## src/rtl/core/s2ib_pkg.sv

```systemverilog
package s2ib_pkg;

   // request opcodes
   localparam logic [1:0] OP_SPI_BYTE = 2'd0;
   localparam logic [1:0] OP_CS_CHANGE = 2'd1;
   localparam logic [1:0] OP_I2C_BYTE = 2'd2;

   // frame commands
   localparam logic [7:0] CMD_WR_N = 8'h00;
   localparam logic [7:0] CMD_RD_N = 8'h01;
   localparam logic [7:0] CMD_RD_BUF = 8'h06;
   localparam logic [7:0] CMD_WR_REG = 8'h20;
   localparam logic [7:0] CMD_RD_REG = 8'h21;
   localparam logic [7:0] CMD_NONE = 8'hff;

   localparam logic [7:0] ANSWER_IDLE = 8'hff;

   // response kinds
   localparam logic OUT_SPI = 1'b0;
   localparam logic OUT_I2C = 1'b1;

   // i2c message kinds
   localparam logic [2:0] I2C_START = 3'd0;
   localparam logic [2:0] I2C_ADR = 3'd1;
   localparam logic [2:0] I2C_DATA = 3'd2;
   localparam logic [2:0] I2C_CLK = 3'd3;
   localparam logic [2:0] I2C_STOP = 3'd4;

   // transmit store layout
   localparam logic [7:0] TX_LEN_SLOT = 8'd1;
   localparam logic [7:0] TX_ADDR_SLOT = 8'd2;
   localparam logic [7:0] TX_DATA_SLOT = 8'd3;

   typedef enum logic [3:0] {
      ST_IDLE,
      ST_DECODE,
      ST_SPI_ANS,
      ST_LEN,
      ST_START,
      ST_ADDR,
      ST_BODY,
      ST_STOP
   } state_type;

endpackage

```

## src/rtl/core/spi_to_i2c_bridge_controller_unit.sv

```systemverilog
// spi byte: decoded in ST_DECODE, answered on rsp_ in ST_SPI_ANS, then ready for a new request
// chip select low, returned i2c byte, spi byte while deselected: no response, idle after ST_DECODE
// chip select high with write-n/read-n: start, addr, one message per byte, stop;
//   busy through ST_LEN to ST_STOP, set by the single transmit store read port and the burst counter
// responses cannot be stalled; reset is synchronous and clears control state, registers
//   and the per-entry valid bits of both stores, so no clearing pass is needed
module spi_to_i2c_bridge_controller_unit #(
   parameter int BUFFER_DEPTH = 60,
   parameter int REGISTER_COUNT = 6
) (
   input  logic       clock,
   input  logic       reset,
   input  logic       start,
   output logic       busy,
   input  logic [1:0] req_opcode,
   input  logic [7:0] req_data_byte,
   input  logic       req_cs_level,
   output logic       rsp_valid,
   output logic       rsp_out_kind,
   output logic [7:0] rsp_spi_answer,
   output logic [2:0] rsp_i2c_kind,
   output logic [7:0] rsp_i2c_byte,
   output logic       rsp_last
);

   localparam int AW = $clog2(BUFFER_DEPTH);
   localparam int CNT_W = $clog2(BUFFER_DEPTH + 1);
   localparam int RIDX_W = (REGISTER_COUNT > 1) ? $clog2(REGISTER_COUNT) : 1;
   localparam logic [7:0] DEPTH_B = 8'(BUFFER_DEPTH);
   localparam logic [7:0] REGS_B = 8'(REGISTER_COUNT);
   localparam logic [7:0] LEN_WR_MAX = 8'(BUFFER_DEPTH - 3);
   localparam logic [7:0] TX_DATA_NEXT = s2ib_pkg::TX_DATA_SLOT + 8'd1;

   s2ib_pkg::state_type state_ff, state_in;

   logic [1:0] op_ff;
   logic [7:0] data_ff;
   logic       cs_ff;

   logic             desel_ff, desel_in;
   logic [7:0]       step_ff, step_in;
   logic [7:0]       cmd_ff, cmd_in;
   logic [2:0]       regptr_ff, regptr_in;
   logic [CNT_W-1:0] rxptr_ff, rxptr_in;
   logic [7:0]       regs_ff [REGISTER_COUNT];
   logic [7:0]       regs_in [REGISTER_COUNT];
   logic [7:0]       ans_ff, ans_in;
   logic             ans_rx_ff, ans_rx_in;
   logic [CNT_W-1:0] len_ff, len_in;
   logic [CNT_W-1:0] cnt_ff, cnt_in;
   logic [7:0]       addr_ff, addr_in;
   logic             rd_burst_ff, rd_burst_in;

   // transmit store
   logic [7:0]              tx_mem [BUFFER_DEPTH];
   logic [BUFFER_DEPTH-1:0] tx_vld_ff;
   logic                    tx_we, tx_re;
   logic [AW-1:0]           tx_waddr, tx_raddr;
   logic [7:0]              tx_q_ff;
   logic                    tx_qv_ff;
   logic [7:0]              tx_rd;

   // receive store
   logic [7:0]              rx_mem [BUFFER_DEPTH];
   logic [BUFFER_DEPTH-1:0] rx_vld_ff;
   logic                    rx_we, rx_re;
   logic [AW-1:0]           rx_waddr, rx_raddr;
   logic [7:0]              rx_q_ff;
   logic                    rx_qv_ff;
   logic [7:0]              rx_rd;

   logic [7:0]       cmd_cur;
   logic [7:0]       step_m1;
   logic [7:0]       body_idx;
   logic [7:0]       len_max;
   logic [CNT_W-1:0] cnt_nxt;
   logic             burst_go;

   assign tx_rd = tx_qv_ff ? tx_q_ff : 8'd0;
   assign rx_rd = rx_qv_ff ? rx_q_ff : 8'd0;
   assign cmd_cur = (step_ff == 8'd0) ? data_ff : cmd_ff;
   assign step_m1 = step_ff - 8'd1;
   assign body_idx = 8'(cnt_ff) + TX_DATA_NEXT;
   assign len_max = rd_burst_ff ? DEPTH_B : LEN_WR_MAX;
   assign cnt_nxt = cnt_ff + 1'b1;
   assign burst_go = (op_ff == s2ib_pkg::OP_CS_CHANGE) && cs_ff &&
                     ((cmd_ff == s2ib_pkg::CMD_WR_N) || (cmd_ff == s2ib_pkg::CMD_RD_N));

   // next state
   always_comb begin
      state_in = state_ff;
      unique case (state_ff)
         s2ib_pkg::ST_IDLE: begin
            if (start) begin
               state_in = s2ib_pkg::ST_DECODE;
            end
         end
         s2ib_pkg::ST_DECODE: begin
            if ((op_ff == s2ib_pkg::OP_SPI_BYTE) && !desel_ff) begin
               state_in = s2ib_pkg::ST_SPI_ANS;
            end else if (burst_go) begin
               state_in = s2ib_pkg::ST_LEN;
            end else begin
               state_in = s2ib_pkg::ST_IDLE;
            end
         end
         s2ib_pkg::ST_SPI_ANS: state_in = s2ib_pkg::ST_IDLE;
         s2ib_pkg::ST_LEN:     state_in = s2ib_pkg::ST_START;
         s2ib_pkg::ST_START:   state_in = s2ib_pkg::ST_ADDR;
         s2ib_pkg::ST_ADDR: begin
            state_in = (len_ff == '0) ? s2ib_pkg::ST_STOP : s2ib_pkg::ST_BODY;
         end
         s2ib_pkg::ST_BODY: begin
            if (cnt_nxt == len_ff) begin
               state_in = s2ib_pkg::ST_STOP;
            end
         end
         s2ib_pkg::ST_STOP: state_in = s2ib_pkg::ST_IDLE;
         default:           state_in = s2ib_pkg::ST_IDLE;
      endcase
   end

   // datapath and store access
   always_comb begin
      desel_in = desel_ff;
      step_in = step_ff;
      cmd_in = cmd_ff;
      regptr_in = regptr_ff;
      rxptr_in = rxptr_ff;
      regs_in = regs_ff;
      ans_in = ans_ff;
      ans_rx_in = ans_rx_ff;
      len_in = len_ff;
      cnt_in = cnt_ff;
      addr_in = addr_ff;
      rd_burst_in = rd_burst_ff;
      tx_we = 1'b0;
      tx_waddr = step_ff[AW-1:0];
      tx_re = 1'b0;
      tx_raddr = s2ib_pkg::TX_LEN_SLOT[AW-1:0];
      rx_we = 1'b0;
      rx_waddr = rxptr_ff[AW-1:0];
      rx_re = 1'b0;
      rx_raddr = step_m1[AW-1:0];

      unique case (state_ff)
         s2ib_pkg::ST_DECODE: begin
            if (op_ff == s2ib_pkg::OP_SPI_BYTE) begin
               if (desel_ff) begin
                  step_in = 8'd0;
               end else begin
                  cmd_in = cmd_cur;
                  ans_in = s2ib_pkg::ANSWER_IDLE;
                  ans_rx_in = 1'b0;
                  if (step_ff != 8'hff) begin
                     step_in = step_ff + 8'd1;
                  end
                  unique case (cmd_cur)
                     s2ib_pkg::CMD_WR_N, s2ib_pkg::CMD_RD_N: begin
                        tx_we = (step_ff < DEPTH_B);
                     end
                     s2ib_pkg::CMD_RD_BUF: begin
                        if ((step_ff != 8'd0) && (step_ff <= DEPTH_B)) begin
                           rx_re = 1'b1;
                           ans_rx_in = 1'b1;
                        end
                     end
                     s2ib_pkg::CMD_WR_REG, s2ib_pkg::CMD_RD_REG: begin
                        if (step_ff == 8'd1) begin
                           if (data_ff < REGS_B) begin
                              regptr_in = data_ff[2:0];
                           end
                        end else if ((step_ff == 8'd2) && (8'(regptr_ff) < REGS_B)) begin
                           if (cmd_cur == s2ib_pkg::CMD_WR_REG) begin
                              regs_in[regptr_ff[RIDX_W-1:0]] = data_ff;
                           end else begin
                              ans_in = regs_ff[regptr_ff[RIDX_W-1:0]];
                           end
                        end
                     end
                     default: ;
                  endcase
               end
            end else if (op_ff == s2ib_pkg::OP_CS_CHANGE) begin
               desel_in = cs_ff;
               step_in = 8'd0;
               if (!cs_ff) begin
                  cmd_in = s2ib_pkg::CMD_NONE;
               end else if (burst_go) begin
                  rd_burst_in = (cmd_ff == s2ib_pkg::CMD_RD_N);
                  tx_re = 1'b1;
                  tx_raddr = s2ib_pkg::TX_LEN_SLOT[AW-1:0];
                  if (cmd_ff == s2ib_pkg::CMD_RD_N) begin
                     rxptr_in = '0;
                  end
               end
            end else if (op_ff == s2ib_pkg::OP_I2C_BYTE) begin
               if ((cmd_ff == s2ib_pkg::CMD_RD_N) && (8'(rxptr_ff) < DEPTH_B)) begin
                  rx_we = 1'b1;
                  rxptr_in = rxptr_ff + 1'b1;
               end
            end
         end
         s2ib_pkg::ST_LEN: begin
            len_in = (tx_rd > len_max) ? len_max[CNT_W-1:0] : tx_rd[CNT_W-1:0];
            cnt_in = '0;
            tx_re = 1'b1;
            tx_raddr = s2ib_pkg::TX_ADDR_SLOT[AW-1:0];
         end
         s2ib_pkg::ST_START: begin
            addr_in = tx_rd;
         end
         s2ib_pkg::ST_ADDR: begin
            tx_re = 1'b1;
            tx_raddr = s2ib_pkg::TX_DATA_SLOT[AW-1:0];
         end
         s2ib_pkg::ST_BODY: begin
            cnt_in = cnt_nxt;
            // prefetch the next data byte while this one goes out
            tx_re = (body_idx < DEPTH_B);
            tx_raddr = body_idx[AW-1:0];
         end
         default: ;
      endcase
   end

   // response outputs
   always_comb begin
      rsp_valid = 1'b0;
      rsp_out_kind = s2ib_pkg::OUT_SPI;
      rsp_spi_answer = 8'd0;
      rsp_i2c_kind = s2ib_pkg::I2C_START;
      rsp_i2c_byte = 8'd0;
      rsp_last = 1'b0;
      unique case (state_ff)
         s2ib_pkg::ST_SPI_ANS: begin
            rsp_valid = 1'b1;
            rsp_spi_answer = ans_rx_ff ? rx_rd : ans_ff;
            rsp_last = 1'b1;
         end
         s2ib_pkg::ST_START: begin
            rsp_valid = 1'b1;
            rsp_out_kind = s2ib_pkg::OUT_I2C;
         end
         s2ib_pkg::ST_ADDR: begin
            rsp_valid = 1'b1;
            rsp_out_kind = s2ib_pkg::OUT_I2C;
            rsp_i2c_kind = s2ib_pkg::I2C_ADR;
            rsp_i2c_byte = addr_ff;
         end
         s2ib_pkg::ST_BODY: begin
            rsp_valid = 1'b1;
            rsp_out_kind = s2ib_pkg::OUT_I2C;
            rsp_i2c_kind = rd_burst_ff ? s2ib_pkg::I2C_CLK : s2ib_pkg::I2C_DATA;
            rsp_i2c_byte = rd_burst_ff ? 8'd0 : tx_rd;
         end
         s2ib_pkg::ST_STOP: begin
            rsp_valid = 1'b1;
            rsp_out_kind = s2ib_pkg::OUT_I2C;
            rsp_i2c_kind = s2ib_pkg::I2C_STOP;
            rsp_i2c_byte = rd_burst_ff ? 8'd0 : addr_ff;
            rsp_last = 1'b1;
         end
         default: ;
      endcase
   end

   assign busy = (state_ff != s2ib_pkg::ST_IDLE);

   // control registers
   always_ff @(posedge clock) begin
      if (reset) begin
         state_ff <= s2ib_pkg::ST_IDLE;
         desel_ff <= 1'b0;
         step_ff <= 8'd0;
         cmd_ff <= s2ib_pkg::CMD_WR_N;
         regptr_ff <= 3'd0;
         rxptr_ff <= '0;
         for (int i = 0; i < REGISTER_COUNT; i++) begin
            regs_ff[i] <= 8'd0;
         end
         tx_vld_ff <= '0;
         rx_vld_ff <= '0;
      end else begin
         state_ff <= state_in;
         desel_ff <= desel_in;
         step_ff <= step_in;
         cmd_ff <= cmd_in;
         regptr_ff <= regptr_in;
         rxptr_ff <= rxptr_in;
         regs_ff <= regs_in;
         if (tx_we) begin
            tx_vld_ff[tx_waddr] <= 1'b1;
         end
         if (rx_we) begin
            rx_vld_ff[rx_waddr] <= 1'b1;
         end
      end
   end

   // payload registers
   always_ff @(posedge clock) begin
      if (start && !busy) begin
         op_ff <= req_opcode;
         data_ff <= req_data_byte;
         cs_ff <= req_cs_level;
      end
      ans_ff <= ans_in;
      ans_rx_ff <= ans_rx_in;
      len_ff <= len_in;
      cnt_ff <= cnt_in;
      addr_ff <= addr_in;
      rd_burst_ff <= rd_burst_in;
   end

   // transmit store
   always_ff @(posedge clock) begin
      if (tx_we) begin
         tx_mem[tx_waddr] <= data_ff;
      end
      if (tx_re) begin
         tx_q_ff <= tx_mem[tx_raddr];
         tx_qv_ff <= tx_vld_ff[tx_raddr];
      end
   end

   // receive store
   always_ff @(posedge clock) begin
      if (rx_we) begin
         rx_mem[rx_waddr] <= data_ff;
      end
      if (rx_re) begin
         rx_q_ff <= rx_mem[rx_raddr];
         rx_qv_ff <= rx_vld_ff[rx_raddr];
      end
   end

`ifndef SYNTHESIS
   a_rsp_only_busy: assert property (@(posedge clock) disable iff (reset)
      rsp_valid |-> busy)
      else $error("response outside of a busy window");

   a_last_ends_item: assert property (@(posedge clock) disable iff (reset)
      (rsp_valid && rsp_last) |=> !busy)
      else $error("block still busy after final response");

   a_start_taken: assert property (@(posedge clock) disable iff (reset)
      (start && !busy) |=> busy)
      else $error("request accepted but block not busy");

   a_rxptr_bound: assert property (@(posedge clock) disable iff (reset)
      8'(rxptr_ff) <= DEPTH_B)
      else $error("receive pointer past the store");

   a_body_count: assert property (@(posedge clock) disable iff (reset)
      (state_ff == s2ib_pkg::ST_BODY) |-> (cnt_ff < len_ff))
      else $error("burst counter ran past the length");
`endif

endmodule

```

## config.mk

```make
export PLATFORM = sky130hd
export DESIGN_NAME = spi_to_i2c_bridge_controller_unit
export DESIGN_NICKNAME = d
export VERILOG_FILES = /design/src/rtl/core/s2ib_pkg.sv /design/src/rtl/core/spi_to_i2c_bridge_controller_unit.sv
export SDC_FILE = /design/constraint.sdc
export NUM_CORES = 2
export LEC_CHECK = 0
export BUFFER_PORTS_ARGS = -buffer_cell sky130_fd_sc_hd__buf_2
export CAP_MARGIN = 30
export CORE_UTILIZATION = 63
export CTS_BUF_LIST = sky130_fd_sc_hd__clkbuf_2 sky130_fd_sc_hd__clkbuf_4 sky130_fd_sc_hd__clkbuf_8
export DETAILED_ROUTE_END_ITERATION = 10
export PLACE_DENSITY = 0.86
export SETUP_SLACK_MARGIN = 0.1
export SLEW_MARGIN = 20
export SYNTH_ARGS = -nofsm -noshare
export SYNTH_HDL_FRONTEND = slang
export SYNTH_SLANG_ARGS = --single-unit
```

## constraint.sdc

```tcl
create_clock -name clock -period 5.3 [get_ports clock]
set_input_delay 0.53 -clock clock [delete_from_list [all_inputs] [get_ports clock]]
set_output_delay 0.53 -clock clock [all_outputs]
set_load 0.005 [all_outputs]
```

Yosys cells after proc, flatten, opt, wreduce, memory -nomap -nowiden --
Memories as Yosys holds them, arrays and structs flattened. A register that Yosys moved wholly into a read port is not among the register bits. Cells that the tools add are included.
Storage, ports and cells: register bits 241, latch bits 0, RAM bits 960, ROM bits 0, bits of input ports 14, output and inout port bits 23, logic and storage cells 196, memories kept 2
Memories:
- rx_mem | depth 60, width 8, rd ports 1, clocked after Yosys merged registers in 1, write ports 1, RTL line spi_to_i2c_bridge_controller_unit.sv:64 | logic [7:0] rx_mem [BUFFER_DEPTH];
- tx_mem | depth 60, width 8, rd ports 1, clocked after Yosys merged registers in 1, write ports 1, RTL line spi_to_i2c_bridge_controller_unit.sv:55 | logic [7:0] tx_mem [BUFFER_DEPTH];
Cells by class: $add $sub $neg 5, multipliers 0, divide/modulo/power cells 0, order comparisons 15, eq/ne operators 26, shift operators 0, muxes and demuxes 74, bitwise gates (word level) 8, reductions and logical operators 41
Operators with widths (count):
- 2-to-1 mux 8 bit | 18
- bitwise OR 60 bit | 2
- bitwise mux 48 bit | 1
- 2-to-1 mux 6 bit | 7
- 2-to-1 mux 1 bit | 31
- less-than comparator 6 x 7 -> 1 bit (second input constant) | 4
- binary-select mux 8 bit (select 3 bit) | 1
- demux 8 bit (select 3 bit) | 1
- equality test 8 x 1 -> 1 bit (second input constant) | 3
- logical NOT 8 bit | 3
- case mux 4 bit (6 select lines) | 1
- case mux 8 bit (3 select lines) | 1
- case mux 6 bit (3 select lines) | 1
- equality test 4 x 3 -> 1 bit (second input constant) | 4
- equality test 8 x 6 -> 1 bit (second input constant) | 2
- AND reduction 7 bit | 2
- adder 6 x 1 -> 6 bit (second input constant) | 2
- binary-select mux 1 bit (select 6 bit) | 2
- demux 1 bit (select 6 bit) | 2
- greater-or-equal comparator 6 x 1 -> 1 bit (second input constant) | 2
- inequality test 2 bit (second input constant) | 6
- case mux 6 bit (2 select lines) | 1
- logical AND 1 bit | 10
- case mux 3 bit (3 select lines) | 1
- other kinds (44) | 61

Longest topological paths before layout --
word-level depth 10, mapped depth 16, mapped depth without buffers 10

Worst setup path after synthesis --
No wires, ideal clock.
path kind flip-flop to flip-flop, from register data_ff[7], to memory tx_mem[42][0], enable pin, library setup time 0.370 ns, arrival 3.666 ns, required time 4.930 ns, setup slack 1.263 ns, stages on the path, launching flop included 8, buffers on the path 1, clock period less this slack 4.037 ns, cell sequence edfxtp_1 > or4_4 > or4_4 > mux2i_4 > nand2_4 > or3_1 > buf_2 > nor2_1
On the way: cells in the longest elaborated chain, start to end 9, elaborated cells between the ends (all ways) 10, classes of those cells 1 x eq/ne; 7 x mux; 2 x reduce/logical
Ends and longest elaborated chain:
- start, declared | RTL line spi_to_i2c_bridge_controller_unit.sv:37 | logic [7:0] data_ff;
- start signal, assigned | RTL line spi_to_i2c_bridge_controller_unit.sv:305 | data_ff <= req_data_byte;
- 2-to-1 mux 8 bit * | RTL line spi_to_i2c_bridge_controller_unit.sv:81 | assign cmd_cur = (step_ff == 8'd0) ? data_ff : cmd_ff;
- equality test 8 x 1 -> 1 bit / logical NOT 8 bit (equally long branches) | RTL line spi_to_i2c_bridge_controller_unit.sv:158 | unique case (cmd_cur)
- OR reduction 2 bit * | RTL line spi_to_i2c_bridge_controller_unit.sv:158
- 2-to-1 mux 1 bit * | RTL line spi_to_i2c_bridge_controller_unit.sv:158
- 2-to-1 mux 1 bit * | RTL line spi_to_i2c_bridge_controller_unit.sv:149 | if (desel_ff) begin
- 2-to-1 mux 1 bit * | RTL line spi_to_i2c_bridge_controller_unit.sv:148 | if (op_ff == s2ib_pkg::OP_SPI_BYTE) begin
- 2-to-1 mux 1 bit * | RTL line spi_to_i2c_bridge_controller_unit.sv:146 | unique case (state_ff)
- 2-to-1 mux 1 bit * | RTL line spi_to_i2c_bridge_controller_unit.sv:318 | if (tx_we) begin
- 2-to-1 mux 1 bit (not written as such) * | RTL line spi_to_i2c_bridge_controller_unit.sv:319 | tx_mem[tx_waddr] <= data_ff;
- end, declared | RTL line spi_to_i2c_bridge_controller_unit.sv:55
Mark *: on every way between the ends. The rest lies on a longest branch, timed or not.

Worst setup path in the final report --
from register state_ff[2], to memory tx_mem[5][0], enable pin
On the way: cells in the longest elaborated chain, start to end 4
Ends and longest elaborated chain:
- start, declared | RTL line spi_to_i2c_bridge_controller_unit.sv:34 | s2ib_pkg::state_type state_ff, state_in;
- start signal, assigned | RTL line spi_to_i2c_bridge_controller_unit.sv:273 | state_ff <= s2ib_pkg::ST_IDLE;
- start signal, assigned | RTL line spi_to_i2c_bridge_controller_unit.sv:285 | state_ff <= state_in;
- equality test 4 x 1 -> 1 bit | RTL line spi_to_i2c_bridge_controller_unit.sv:146
- 2-to-1 mux 1 bit | RTL line spi_to_i2c_bridge_controller_unit.sv:146
- 2-to-1 mux 1 bit | RTL line spi_to_i2c_bridge_controller_unit.sv:318
- 2-to-1 mux 1 bit (not written as such) | RTL line spi_to_i2c_bridge_controller_unit.sv:319
Every way passes these cells.

==> impl.org <==
** Outcome
- The flow ran to the end, and the final reports show no timing, DRC or antenna violations.

** Hold path
- The path class of the tightest hold or removal check is in -> reg.
- Worst-case hold path end point :: state_ff[0]
- Cell count of the worst hold path :: 3
- Hold Startpoint :: start

** Die
- Num ports :: 37
- Starting density of the core :: 63.6%
- Horiz. Die Dim :: 284 microns
- Y dimension of the die :: 284 microns
- Placement row count :: 103
- The die covers between 80000 and 90000 sq um.
- Core outline area :: 78900 sq um

** Setup path
- Crit Reg-Reg Startpoint :: state_ff[2]
- STA classifies the critical path startpoint as a flop.
- Worst reg2reg path depth :: 8
- Worst-case register-to-register setup slack :: 740 ps
- The critical path is of the reg -> reg type.
- Worst-path fanout max :: 26
- Arrival time of data at the critical path endpoint :: 5040 ps
- Worst R2R End :: tx_mem[5][0]
- The worst setup path is captured at a flop.
- For the worst setup path, the data required time is approximately 5800 ps.

** STA
- Setup repair after global routing left no endpoint under its margin.
- Final Critical Period :: 4560 ps
- On the final layout, the worst clock skew is 38.6 ps.
- Final Hold Viols :: 0
- Final worst-path cycle share :: 86.0%
- Setup violations remaining at the end of the flow were counted as 0.
- Total negative slack for setup checks :: 0 ps
- Max-slew violation total from the final report :: 0
- Pin slew with the least headroom to its limit :: 1040 ps
- For this run, the top clock speed supported by timing is 219 MHz.
- In this run the tightest slew margin relative to its limit is 30.3%.

** Clock tree
- Once the clock tree was built, the resizer swapped 0 gates to a different size.
- TritonCTS buffer count :: 184
- TritonCTS built the clock tree.
- CTS Root Buffer Type :: clkbuf_8
- Number of H-tree levels :: 4
- At the later pin of the worst-skew pair, clock insertion delay measures 860 ps.
- Buffer depth of the longest clock path :: 3
- For this design, the sink count on the clock tree is between 1k and 1.5k.
- Clock-pin slew on the worst setup and hold paths :: roughly 70 ps

** Synth
- For this run, the leading register cell type out of synthesis is edfxtp_1.
- EDFF count, synth :: between 1k and 1.5k
- In the post-synthesis netlist, the cell with the most instances is edfxtp_1.
- A synthesized cell averages 14.4 sq um.
- Number of standard cells after synthesis :: 3480
- Ys async rst share :: 0%
- Biggest area contributors in the synthesized netlist :: edfxtp_1, dfxtp_1, mux4_2, nor2_1, a21oi_1
- Ranked by instance count, the synthesized netlist is headed by edfxtp_1, nor2_1, a21oi_1, dfxtp_1, mux4_2.
- Syn_nets :: 3508
- For this run, the number of Yosys warnings is 0.
- The top cell type by area accounts for 61.0% of the synthesized area.
- Flip-flop and latch count after synthesis :: 1216
- Post-synth top area cell :: edfxtp_1
- Synthesis instantiated ~90 different standard cells from the library.
- Sequential-to-total area share from yosys stat :: 68.8%
- Cell area after technology mapping :: 50200 sq um

** Final layout
- Summing all multi-input logic gate instances after layout gives 14600 sq um.
- After routing the design area is between 50000 and 60000 sq um.
- Compared with the post-synthesis result, the final layout area differs by 10.2%.
- The filler cells instantiated in the layout total 4807.
- Nets :: 3582
- Cells with a size suffix above 1 make up 17.6% of the layout.
- Filler-free cell count of the finished design :: approximately 4.8k
- Sequential cell area in the final layout :: approximately 35000 sq um

** Placement
- Detailed placement ended at an HPWL of 82300 microns.
- The placed instances occupy a cell area of 51400 sq um.
- Number of placed instances with taps included :: between 4k and 5k
- The congestion estimate from routability-driven global placement came to 1.02.
- Port buffering added 36 buffers.

** Global route
- First-pass GRT wire length :: 197000 microns
- For this run, the total global-route usage over all layers was measured as 32.8%.
- For this run the aggregate overflow at the end of global routing stands at 0.
- The number of global-route vias before repair was 31.9k.
- Largest net degree at the start of global routing :: between 100 and 150
- Antenna violations before repair :: 2

** Drt
- After detailed routing, the number of remaining DRC violations is 0.
- Dividing the detail-routed wire length by the instance count gives 28.0 microns.
- Vias :: 32.7k
- First drt pass iteration count :: 10
- Using the TritonRoute via totals, the vias-per-cell ratio works out to 6.89.
- Total wire length after detailed routing :: ~130000 microns
- Drt initial violations :: ~5.2k
- Final antenna-violating net count :: 0

** Power and ir drop
- VDD sags by at most around 0.00030 V.
- In this run the static leakage power is 18.1 nW.
- For this design the ratio of total power to cell area is between 300 and 400 nW/um^2.

** Run
- Max-cap viol count :: 0
through the flow:
step / setup slack [ps] / hold WS, ps / util (%) / total power [mW]
floorplan: 1260 / 430 / - / 11.1
global placement: 1170 / 441 / 65.2 / 11.4
detailed placement: 978 / 455 / 65.2 / 11.4
CTS: 1010 / 74.4 / 70.1 / 19.0
global route: 786 / 141 / 70.1 / 19.5
finish: 741 / 134 / 70.1 / 19.0
logic make-up (layout without fill, tap and decap cells):
family	Yosys count	count (layout)	share of synthesized area [%]
AO/OA/AOI/OAI	791	791	10.2
flip-flops	1216	1216	68.8
buffers and inverters	274	496	2.22
adder cells (fa/ha/maj)	14	14	0.349
XOR/XNOR	27	27	0.471
other	0	2	0
multiplexers	283	283	9.75
AND/OR/NAND/NOR	875	875	8.22
what timing repair did:
item,in CTS,in global routing
endpoints found under the hold margin,11,0
setup buffers,0,0
hold buffers,11,0
metal layers:
layer	wire, microns	track usage [%]
met1	46200	41.9
met2	62800	52.0
met3	16000	7.69
met4	7980	18.4
met5	0	0
layout make-up:
class / count / area share, %
clock buffer: 278 / 6.12
tap: 1050 / 2.37
antenna: 2 / 0.00905
sequential: 1216 / 62.5
timing repair buffer: 124 / 1.68
inverter: 38 / 0.258
multi-input combinational: 1990 / 26.5
clock inverter: 56 / 0.649
report_power, final:
group	switching (mW)	internal, mW
combinational	0.543	0.228
sequential	0.0275	10.4
clock	3.63	4.19
total	4.20	14.8
layout by cell type, fill, tap and decap left out, types with 32 or more instances in the layout:
cell / count
clkbuf_4: 70
edfxtp_1: 1019
a31oi_1: 40
nor2_1: 460
o21ai_0: 152
dfxtp_1: 195
a221oi_1: 39
mux4_2: 163
nand2_1: 140
a211oi_1: 44
clkbuf_8: 208
nand3_1: 46
a21oi_1: 254
mux2i_1: 110
buf_2: 36
inv_1: 32
clkinv_1: 33
buf_4: 70
worst max-delay path by stage:
stage                start             to  slack, ps  depth (start not counted)
3_3_place_gp   state_ff[0]     tx_q_ff[6]       1170                          9
5_1_grt        state_ff[2]   tx_mem[5][0]        790                          8
3_5_place_dp   state_ff[2]   tx_mem[5][2]        980                          8
2_1_floorplan   data_ff[7]  tx_mem[42][0]       1260                          7
6_report       state_ff[2]   tx_mem[5][0]        740                          8
4_1_cts        state_ff[2]   tx_mem[5][0]       1010                          8
state kept, by name, indices dropped and copies added, names as in the netlist, 2 cells and up:
register   flops
len_ff         6
rx_mem       480
data_ff        8
cnt_ff         6
tx_vld_ff     60
rx_waddr       6
rx_q_ff        8
regs_ff       48
tx_mem       480
addr_ff        8
rx_vld_ff     60
regptr_ff      3
op_ff          2
cmd_ff         8
state_ff       3
step_ff        8
tx_q_ff        8
ans_ff         8
worst max-delay path, stage by stage (launching register included):
cell and delay (ps):
dfxtp_1 610, nor3b_2 530, nand2_1 240, inv_1 400
and3_1 370, nand2_4 130, nor2_1 160, nand3_1 780
nor2_1 980
(Power assumes the default switching activity.)
